## config.mk

```make
export PLATFORM = sky130hd
export DESIGN_NAME = sktbl_ctrl
export DESIGN_NICKNAME = d
export VERILOG_FILES = /design/src/sv/sorted_key_table_search_top_defines.svh /design/src/sv/sktbl_pkg.sv /design/src/sv/sktbl_ctrl.sv
export SDC_FILE = /design/constraint.sdc
export NUM_CORES = 1
export LEC_CHECK = 0
export ABC_CLOCK_PERIOD_IN_PS = 2400
export BUFFER_PORTS_ARGS = -buffer_cell sky130_fd_sc_hd__buf_2
export CAP_MARGIN = 30
export CORE_MARGIN = 2
export CORE_UTILIZATION = 40
export CTS_CLUSTER_SIZE = 24
export DETAILED_ROUTE_END_ITERATION = 10
export PLACE_DENSITY_LB_ADDON = 0.3
export SLEW_MARGIN = 20
export SYNTH_ARGS = -nofsm -noshare
export SYNTH_HDL_FRONTEND = slang
export SYNTH_SLANG_ARGS = --single-unit
```

## constraint.sdc

```tcl
create_clock -name clk -period 2.4 [get_ports clk]
set_clock_uncertainty 0.1 [all_clocks]
set_input_delay 0.48 -clock clk [delete_from_list [all_inputs] [get_ports clk]]
set_output_delay 0.48 -clock clk [all_outputs]
set_load 0.01 [all_outputs]
```

## src/sv/sorted_key_table_search_top_defines.svh

```systemverilog
// Assertion macros for the sorted key table search block.
// Used by the top level only; needs a signal named clk and a signal named rst in scope.
`ifndef SORTED_KEY_TABLE_SEARCH_TOP_DEFINES_SVH
`define SORTED_KEY_TABLE_SEARCH_TOP_DEFINES_SVH

// same-cycle implication, disabled in reset
`define SKT_ASSERT_NOW(label, ante, cons, msg) \
  label: assert property (@(posedge clk) disable iff (rst) (ante) |-> (cons)) else $error(msg);

// next-cycle implication, disabled in reset
`define SKT_ASSERT_NEXT(label, ante, cons, msg) \
  label: assert property (@(posedge clk) disable iff (rst) (ante) |=> (cons)) else $error(msg);

`endif

```

## src/sv/sktbl_pkg.sv

```systemverilog
// Shared types and constants for the sorted key table search block.
// No dependencies; used by every module of the block except sktbl_ram.
package sktbl_pkg;

  localparam int KEY_W            = 48;
  localparam int CODE_W           = 16;
  localparam int STATUS_W         = 3;
  localparam int DEF_TABLE_DEPTH  = 512;
  localparam int DEF_CODE_BITS    = 16;

  typedef enum logic [STATUS_W-1:0] {
    ST_LOADED  = 3'd0,
    ST_DUP     = 3'd1,
    ST_FULL    = 3'd2,
    ST_FOUND   = 3'd3,
    ST_MISSING = 3'd4
  } status_t;

  typedef struct packed {
    logic    latch;
    logic    clr;
    logic    ld_rd;
    logic    shift;
    logic    place;
    logic    sr_rd;
    logic    sr_lt;
    logic    sr_gt;
    logic    emit;
    status_t emit_status;
  } cmd_t;

  typedef struct packed {
    logic clr_last;
    logic is_lookup;
    logic dup;
    logic full;
    logic pos_zero;
    logic rd_gt;
    logic empty;
    logic key_lt;
    logic key_gt;
  } st_t;

endpackage

```

## src/sv/sktbl_ctrl.sv

```systemverilog
// Controller state machine for the sorted key table search block.
// Depends on sktbl_pkg; drives the datapath through cmd_t and reads st_t.
module sktbl_ctrl (
  input  logic             clk,
  input  logic             rst,
  input  logic             start,
  output logic             busy,
  input  sktbl_pkg::st_t   st,
  output sktbl_pkg::cmd_t  cmd
);

  import sktbl_pkg::*;

  typedef enum logic [6:0] {
    S_CLEAR = 7'b0000001,
    S_IDLE  = 7'b0000010,
    S_PCHK  = 7'b0000100,
    S_LRD   = 7'b0001000,
    S_LCMP  = 7'b0010000,
    S_SRD   = 7'b0100000,
    S_SCMP  = 7'b1000000
  } state_t;

  state_t state;
  state_t state_next;

  assign busy = (state != S_IDLE);

  always_comb begin
    state_next      = state;
    cmd             = '0;
    cmd.emit_status = ST_LOADED;
    unique case (state)
      S_CLEAR: begin
        cmd.clr = 1'b1;
        if (st.clr_last) begin
          state_next = S_IDLE;
        end
      end
      S_IDLE: begin
        if (start) begin
          cmd.latch  = 1'b1;
          state_next = S_PCHK;
        end
      end
      S_PCHK: begin
        priority if (st.is_lookup) begin
          state_next = S_SRD;
        end else if (st.dup) begin
          cmd.emit        = 1'b1;
          cmd.emit_status = ST_DUP;
          state_next      = S_IDLE;
        end else if (st.full) begin
          cmd.emit        = 1'b1;
          cmd.emit_status = ST_FULL;
          state_next      = S_IDLE;
        end else begin
          state_next = S_LRD;
        end
      end
      S_LRD: begin
        if (st.pos_zero) begin
          cmd.place       = 1'b1;
          cmd.emit        = 1'b1;
          cmd.emit_status = ST_LOADED;
          state_next      = S_IDLE;
        end else begin
          cmd.ld_rd  = 1'b1;
          state_next = S_LCMP;
        end
      end
      S_LCMP: begin
        if (st.rd_gt) begin
          cmd.shift  = 1'b1;
          state_next = S_LRD;
        end else begin
          cmd.place       = 1'b1;
          cmd.emit        = 1'b1;
          cmd.emit_status = ST_LOADED;
          state_next      = S_IDLE;
        end
      end
      S_SRD: begin
        if (st.empty) begin
          cmd.emit        = 1'b1;
          cmd.emit_status = ST_MISSING;
          state_next      = S_IDLE;
        end else begin
          cmd.sr_rd  = 1'b1;
          state_next = S_SCMP;
        end
      end
      S_SCMP: begin
        priority if (st.key_lt) begin
          cmd.sr_lt  = 1'b1;
          state_next = S_SRD;
        end else if (st.key_gt) begin
          cmd.sr_gt  = 1'b1;
          state_next = S_SRD;
        end else begin
          cmd.emit        = 1'b1;
          cmd.emit_status = ST_FOUND;
          state_next      = S_IDLE;
        end
      end
      default: begin
        state_next = S_CLEAR;
      end
    endcase
  end

  always_ff @(posedge clk) begin
    if (rst) begin
      state <= S_CLEAR;
    end else begin
      state <= state_next;
    end
  end

endmodule

```

-- Word level (Yosys, flattened, before mapping)
Cells that the tools add are included.
- register bits: 7
- output and inout port bits: 13
- multiplexer cells: 35
- eq/ne operators: 10
- reduce and logical (&&, ||, !) cells: 1
- operators by type and width (kind ; count):
    $pmux W7 S7 ; 1
    $mux W7 ; 6
    $mux W4 ; 9
    $pmux W4 S5 ; 1
    $mux W1 ; 13
    $mux W5 ; 2
    $eq A7 B1 Y1 const B ; 1
    $eq A7 B2 Y1 const B ; 1
    $eq A7 B3 Y1 const B ; 1
    $eq A7 B4 Y1 const B ; 1
    $eq A7 B5 Y1 const B ; 1
    $eq A7 B6 Y1 const B ; 1
    $eq A7 B7 Y1 const B ; 1
    $ne A7 B2 Y1 const B ; 1
    $mux W6 ; 1
    $ne A2 B2 Y1 const B ; 2
    $mux W2 ; 1
    $pmux W1 S2 ; 1
    $reduce_and A2 Y1 ; 1

-- Logic depth before layout (Yosys ltp)
Gate-level depths: netlist of run 1.
- depth after elaboration: 4
- depth in mapped cells: 5
- mapped depth without buffers: 4

-- Least setup slack after synthesis of run 1
Ideal clock, no wire load.
- path type: reg-to-output
- start: reg state[4]
- end: out cmd[4] (netlist name)
- cell stages (with the launch flop): 4
- arrival time: 1204 ps
- data required time: 1820 ps
- path slack: 616 ps
- cells stage by stage: dfxtp_1 > nor4_4 > nand3_1 > nor3b_1
- RTL lines (element ; line ; source):
    from (decl) ; sktbl_ctrl.sv:24 ; state_t state;
    from (signal assigned) ; sktbl_ctrl.sv:116 ; state <= state_next;
    to (decl) ; sktbl_ctrl.sv:9 ; output sktbl_pkg::cmd_t cmd

==> metrics, run 1 <==
Post-synth ARST share=0%; violation count after the first detailed-route iteration=15; cell breakdown of the critical path=nor4_4 > nand3_1 > nor3_1 > a21o_1 > buf_2; per-cell via count in the routed design=around 5.3; critical path data arrival time=around 1.6 ns; top register by number of flip-flops=state; Worst Max-Slew Pin Slew=0.436 ns; outcome=complete, no violations; ratio of cells with drive above 1 in the final layout=~34%; level count of the clock H-tree=1; post-synthesis instance total=80; total instance count after detailed placement=between 100 and 150; final non-filler cell total=about 120; final worst-path cycle share=92.2%; Post-Syn Nets=92; cell at the root of the clock tree=clkbuf_4; final worst path period need=2.21 ns; final count of pins violating max slew=0; main flop type after synthesis=dfxtp_1; cell depth of the worst flop-to-flop path=4; Hold EP=state[6]$_SDFFE_PP0P_; Layout Area Growth over Synthesis=23.5%; Final HPWL DP=approximately 1.1 mm; Core Rows=14; PnR Total Power=between 400 and 500 uW; number of iterations in the first detailed-routing pass=4; total vias in the final route=~650; highest ir drop seen on vdd=0.259 mV; Avg WL per Cell=11.7 um; Initial Util=41.8%; placeable core region=around 1500 um2; clock insertion delay at the later pin of the skew report=0.26 ns; mean area per synthesized cell=roughly 7.8 um2; Min-Delay Path Class=in -> reg; largest net degree at the start of global routing=11; clock buffers created by TritonCTS=3; leading registers by flop count=state x7; # diodes=0; data required time at the worst endpoint=1.82 ns; gate family responsible for the most delay along the worst path=simple AND/OR/NAND/NOR gates; maximum root-to-sink buffer count=2; clock tree from TritonCTS=yes; max reg flops=7; final design area excluding fillers=769 um2; #FFs+latches synth=7; number of cells on the worst hold path=2; number of synthesized flops with an enable pin=0; sequential area share after synthesis=22.5%; endpoint of the lowest-slack register-to-register path=state[0]$_SDFFE_PP1P_; type of destination of the critical path=primary output; Final setup violation count=0; final wirelength=1.41 mm; total number of clock tree sinks=7; final net count=around 120; area of the die=1890 um2; die outline height=43.5 um; Boundary Pins=25; residual DRC count=0; vias in the first global route=564; R2R setup slack=approximately 0.80 ns; total placed instance area=742 um2; crit-path max FO=7; hold path startpoint=st[2]; total negative slack=0 ns; highest attainable clock frequency=around 450 MHz; count of instances resized after the clock tree is built=0; overall overflow remaining after global route=0; number of buffer and inverter instances along the worst setup path=1; total global routing track utilization=16.8%; post-synthesis cell area=623 um2; kind of critical path=reg -> out; final RePlAce weighted congestion=0.814; count of buffers from port buffering=24; ANT nets after route=0; type of origin of the critical path=flop; critical register-to-register path startpoint=state[1]$_SDFFE_PP0P_; number of hold violations in the final report=0; number of distinct library cell variants in the gate-level netlist after synthesis=38; warnings from Yosys=0; Slew HR=70.9%; setup repair after global routing missed its margin=no; Power Density=640 nW/um2; biggest cell delay along the critical path=0.42 ns; count of maximum capacitance violations=0; hold_buf cts=0; width of the die=43.5 um; postcts setup bufs=0; number of antenna violations at the first check in global routing=0; Clock transition at path regs=about 0.070 ns; critical-path cell with the highest stage delay=nor4_4; wire length of the first global-routing pass=2.39 mm; leakage power total=0.383 nW
[where the power goes]
group	leakage, nW	internal [mW]	total [mW]	switching, mW
Clock	0.0177	0.0613	0.115	0.0535
Combinational	0.308	0.109	0.197	0.0872
Sequential	0.0568	0.133	0.181	0.0483
Total	0.383	0.303	0.492	0.189
[metal layers]
layer / track usage, % / routed length (um) / vias up
met5: 0 / 0 / -
met4: 7.27 / 0 / 0
met3: 3.75 / 63 / 0
met2: 25.1 / 643 / 18
met1: 23.1 / 706 / 292
li1: - / - / 337
[per-stage QoR]
| stage | worst slack (ns) | hold WS [ns] | util [%] |
|---|---|---|---|
| after floorplan | 0.616 | 0.445 | - |
| after global placement | 0.456 | 0.482 | 49.8 |
| after detailed placement | 0.453 | 0.489 | 49.8 |
| after CTS | 0.160 | 0.297 | 51.7 |
| after global routing | 0.0112 | 0.297 | 51.7 |
| final | 0.187 | 0.303 | 51.7 |
[kinds of logic (layout without fill, tap and decap cells)]
logic type | count (synthesis) | in the layout | share of synthesized area (%)
compound gates | 12 | 12 | 16.3
buf+inv | 8 | 33 | 6.43
xor+xnor | 1 | 1 | 1.41
flops | 7 | 7 | 22.5
simple gates | 52 | 52 | 53.4
[area by class of cell]
class | instances | area (um2)
clock buffers | 3 | 22.5
flip-flops and latches | 7 | 140
fillers | 154 | 719
inverters | 5 | 18.8
repair buffers | 24 | 120
well taps | 16 | 20.0
clock inverters | 1 | 5.00
multi-input cells | 65 | 443
[placed cells by master (no fill, tap or decap), types with 3 or more instances in the layout]
cell type	instances
buf_2	24
clkbuf_4	3
dfxtp_1	7
inv_1	5
nand2_1	7
nand2b_1	3
nand4_1	3
nor2_1	10
nor2b_1	5
nor3_1	5
[Yosys cell counts, drive strengths merged, types with 2 or more instances]
library cell | n | area share (%)
and2 | 3 | 3.2
and3 | 3 | 3.2
buf | 3 | 3.4
dfxtp | 7 | 22
inv | 5 | 3.0
nand2 | 7 | 4.2
nand2b | 3 | 3.0
nand4 | 3 | 3.0
nor2 | 10 | 6.0
nor2b | 6 | 7.2
nor3 | 6 | 5.6
nor3b | 3 | 4.4
nor4 | 2 | 4.4
o211ai | 2 | 3.2
o311ai | 2 | 2.8
[worst max path at each step]
stage	start	end	cells after the start
global placement	state[4]$_SDFFE_PP0P_	cmd[0]	5
global route	state[4]$_SDFFE_PP0P_	cmd[0]	5
finish	state[4]$_SDFFE_PP0P_	cmd[0]	5
CTS	state[4]$_SDFFE_PP0P_	cmd[0]	5
floorplan	state[4]$_SDFFE_PP0P_	cmd[4]	3
detailed placement	state[4]$_SDFFE_PP0P_	cmd[0]	5
(Power assumes the default switching activity.)
==> inputs of run 2 (changes only) <==
Settings changed: MAX_ROUTING_LAYER set to met4.
==> metrics, run 2 (same netlist as run 1, synthesis figures left out) <==
Clock transition at path regs=0.07 ns; overall overflow remaining after global route=0; total instance count after detailed placement=117; top register by number of flip-flops=state; total vias in the final route=649; final RePlAce weighted congestion=a little over 0.8; clock insertion delay at the later pin of the skew report=0.26 ns; count of buffers from port buffering=24; type of destination of the critical path=primary output; number of hold violations in the final report=0; total negative slack=0 ns; violation count after the first detailed-route iteration=12; most common cell after layout, fill and taps aside=buf_2; critical register-to-register path startpoint=state[1]$_SDFFE_PP0P_; wire length of the first global-routing pass=2.39 mm; max reg flops=7; final worst-path cycle share=between 90% and 100%; outcome=complete, no violations; area of the die=1890 um2; Final setup violation count=0; most used cells in the layout excluding fill and tap cells=24 x buf_2, 10 x nor2_1, 7 x nand2_1, 7 x dfxtp_1; Power Density=641 nW/um2; pre-CTS worst setup slack=roughly 0.45 ns; # diodes=0; PnR Total Power=493 uW; number of antenna violations at the first check in global routing=0; Initial Util=41.8%; hold path startpoint=st[2]; cell depth of the worst flop-to-flop path=4; final net count=about 120; R2R setup slack=0.80 ns; Post-Route Hold Slack=0.300 ns; leakage power total=0.383 nW; endpoint of the lowest-slack register-to-register path=state[0]$_SDFFE_PP1P_; Core Rows=14; highest ir drop seen on vdd=0.261 mV; residual DRC count=0; placeable core region=about 1500 um2; highest attainable clock frequency=451 MHz; Worst Max-Slew Pin Slew=0.431 ns; per-cell via count in the routed design=5.36; hold_buf cts=0; Layout Area Growth over Synthesis=23.5%; leading registers by flop count=state x7; type of origin of the critical path=flop; Avg WL per Cell=11.6 um; Boundary Pins=25; total global routing track utilization=17.3%; Min-Delay Path Class=in -> reg; die outline height=43.5 um; postcts setup bufs=0; clock tree from TritonCTS=yes; setup repair after global routing missed its margin=no; clock buffers created by TritonCTS=3; final count of pins violating max slew=0; total number of clock tree sinks=7; number of iterations in the first detailed-routing pass=4; Filler cells=154; data required time at the worst endpoint=between 1.5 and 2 ns; final worst path period need=2.22 ns; kind of critical path=reg -> out; Slew HR=just over 70%; ratio of cells with drive above 1 in the final layout=between 30% and 40%; number of cells on the worst hold path=2; width of the die=43.5 um; largest net degree at the start of global routing=11; final wirelength=1.41 mm; cell at the root of the clock tree=clkbuf_4; total placed instance area=~740 um2; count of instances resized after the clock tree is built=0; Hold EP=state[6]$_SDFFE_PP0P_; maximum root-to-sink buffer count=2; Final HPWL DP=1.14 mm; Util after Layout=51.7%; vias in the first global route=560; level count of the clock H-tree=1; count of maximum capacitance violations=0; final non-filler cell total=121; ANT nets after route=0; critical path data arrival time=1.64 ns; crit-path max FO=7; post-route setup slack=approximately 0.18 ns; final design area excluding fillers=769 um2
-- run 2: cell counts in the layout (fill, tap and decap cells not counted) --
No cell type changed its count.
-- run 2: cell type report --
class                      instances  area [um2]  area share, %
multi-input combinational         65         443           57.6
tap                               16        20.0           2.60
clock inverter                     1        5.00          0.650
timing repair buffer              24         120           15.6
sequential                         7         140           18.2
clock buffer                       3        22.5           2.93
inverter                           5        18.8           2.44
-- run 2: worst max-delay path: stages, from the launching register on --
cell     delay [ns]
dfxtp_1        0.38
nor4_4         0.42
nand3_1        0.18
nor3_1         0.18
a21o_1         0.10
buf_2          0.12
-- run 2: worst max path at each step --
stage,startpoint,endpoint,slack (ns),cells after the start
after floorplan,state[4]$_SDFFE_PP0P_,cmd[4],0.62,3
after global placement,state[4]$_SDFFE_PP0P_,cmd[0],0.46,5
after detailed placement,state[4]$_SDFFE_PP0P_,cmd[0],0.45,5
after CTS,state[4]$_SDFFE_PP0P_,cmd[0],0.16,5
after global routing,state[4]$_SDFFE_PP0P_,cmd[0],0.01,5
final,state[4]$_SDFFE_PP0P_,cmd[0],0.18,5
-- run 2: power breakdown --
group / switching, mW / total (mW) / internal (mW) / leakage (nW)
combinational: 0.0872 / 0.197 / 0.109 / 0.308
clock: 0.0547 / 0.116 / 0.0614 / 0.0177
sequential: 0.0476 / 0.180 / 0.133 / 0.0568
total: 0.189 / 0.493 / 0.303 / 0.383
-- run 2: per-layer routing --
metal / GRT usage [%] / up-vias / wire length [um]
li1: - / 337 / -
met1: 23.1 / 287 / 694
met2: 25.1 / 23 / 622
met3: 3.75 / 2 / 75
met4: 7.27 / 0 / 15
met5: - / - / 0
==> inputs of run 3 (changes only) <==
Settings changed: CORE_AREA set to 2 2 39 41, CORE_MARGIN 2 to unset, CORE_UTILIZATION 40 to unset, DIE_AREA set to 0 0 41 43.
==> metrics, run 3 (same netlist as run 1, synthesis figures left out) <==
count of maximum capacitance violations=0; total global routing track utilization=approximately a fifth; residual DRC count=0; width of the die=roughly 40 um; most used cells in the layout excluding fill and tap cells=24 x buf_2, 10 x nor2_1, 7 x nand2_1, 7 x dfxtp_1; final net count=118; PnR Total Power=between 400 and 500 uW; highest attainable clock frequency=between 400 and 500 MHz; maximum root-to-sink buffer count=2; kind of critical path=reg -> out; Slew HR=72.4%; final wirelength=1.43 mm; final design area excluding fillers=768 um2; most common cell after layout, fill and taps aside=buf_2; overall overflow remaining after global route=0; count of buffers from port buffering=24; data required time at the worst endpoint=approximately 1.8 ns; number of antenna violations at the first check in global routing=0; crit-path max FO=7; Avg WL per Cell=11.8 um; area of the die=1760 um2; total vias in the final route=660; cell at the root of the clock tree=clkbuf_4; placeable core region=1380 um2; level count of the clock H-tree=1; total placed instance area=742 um2; Layout Area Growth over Synthesis=23.3%; net load switching power=184 uW; final worst-path cycle share=93.0%; Initial Util=45.0%; type of origin of the critical path=flop; Util after Layout=55.5%; number of buffer and inverter instances along the worst setup path=1; Core Rows=14; postcts setup bufs=0; per-cell via count in the routed design=5.45; Final setup violation count=0; Final HPWL DP=1.16 mm; violation count after the first detailed-route iteration=11; hold path startpoint=st[2]; Post-Route Hold Slack=0.311 ns; post-route setup slack=0.168 ns; wire length of the first global-routing pass=about 2.4 mm; vias in the first global route=607; hold_buf cts=0; clock network fraction of total power=between 20% and 30%; ANT nets after route=0; leakage power total=0.380 nW; final worst path period need=roughly 2.2 ns; Min-Delay Path Class=in -> reg; power share of the sequential group=36.5%; Combinational Power Share=40.0%; critical register-to-register path startpoint=state[1]$_SDFFE_PP0P_; Hold EP=state[6]$_SDFFE_PP0P_; fraction of power spent switching nets=37.5%; area occupied by multi-input gates=around 440 um2; endpoint of the lowest-slack register-to-register path=state[0]$_SDFFE_PP1P_; top register by number of flip-flops=state; final non-filler cell total=121; internal power=between 300 and 400 uW; cell breakdown of the critical path=nor4_4 > nand3_1 > nor3_1 > a21o_1 > buf_2; Power Density=638 nW/um2; pre-CTS worst setup slack=0.453 ns; number of cells on the worst hold path=2; clock insertion delay at the later pin of the skew report=0.26 ns; final count of pins violating max slew=0; max reg flops=7; die outline height=43 um; clock tree from TritonCTS=yes; leading registers by flop count=state x7; total instance count after detailed placement=117; highest ir drop seen on vdd=0.235 mV; critical path data arrival time=1.65 ns; count of instances resized after the clock tree is built=0; largest net degree at the start of global routing=11; Worst Max-Slew Pin Slew=a little over 0.4 ns; gate family responsible for the most delay along the worst path=simple AND/OR/NAND/NOR gates; setup repair after global routing missed its margin=no; ratio of cells with drive above 1 in the final layout=between 30% and 40%; total number of clock tree sinks=7; R2R setup slack=approximately 0.8 ns; outcome=complete, no violations; critical-path cell with the highest stage delay=nor4_4; type of destination of the critical path=primary output; number of hold violations in the final report=0; Boundary Pins=25; Filler cells=~140; number of iterations in the first detailed-routing pass=5; # diodes=0; clock buffers created by TritonCTS=3; Reg area=140 um2; final RePlAce weighted congestion=approximately 0.76; biggest cell delay along the critical path=0.41 ns; total negative slack=0 ns; Clock transition at path regs=about 0.060 ns; cell depth of the worst flop-to-flop path=4
## run 3: worst max path at each step
stage | startpoint | slack [ns] | endpoint | cells past startpoint
floorplan | state[4]$_SDFFE_PP0P_ | 0.62 | cmd[4] | 3
global placement | state[4]$_SDFFE_PP0P_ | 0.47 | cmd[0] | 5
detailed placement | state[4]$_SDFFE_PP0P_ | 0.45 | cmd[0] | 5
CTS | state[4]$_SDFFE_PP0P_ | 0.16 | cmd[0] | 5
global route | state[4]$_SDFFE_PP0P_ | 0.01 | cmd[0] | 5
finish | state[4]$_SDFFE_PP0P_ | 0.17 | cmd[0] | 5
## run 3: worst reg2reg max path, cell delays in order (launching register included)
cell	delay, ns
dfxtp_1	0.57
nor2b_1	0.27
o311ai_1	0.11
a221o_1	0.32
and2_1	0.14
## run 3: power groups by stage
| stage | combinational [mW] | clock (mW) | sequential [mW] |
|---|---|---|---|
| 3_5_place_dp | 0.198 | 0 | 0.183 |
| 4_1_cts | 0.198 | 0.116 | 0.179 |
| 2_1_floorplan | 0.188 | 0 | 0.153 |
| 5_1_grt | 0.221 | 0.120 | 0.183 |
| 3_3_place_gp | 0.197 | 0 | 0.183 |
| 6_report | 0.196 | 0.115 | 0.179 |
## run 3: cell type report
| cell class | instances | share of cell area, % |
|---|---|---|
| sequential | 7 | 18.2 |
| clock buffer | 4 | 3.42 |
| timing repair buffer | 24 | 15.6 |
| multi-input combinational | 65 | 57.7 |
| tap | 16 | 2.61 |
| inverter | 5 | 2.44 |
## run 3: metal layers
layer	vias up	part of all wire (%)	global-route usage [%]
met1	287	46	22.8
met3	6	5.8	5.24
met2	27	46	30.9
li1	340	-	-
met4	0	2.7	10.0
met5	-	0	-
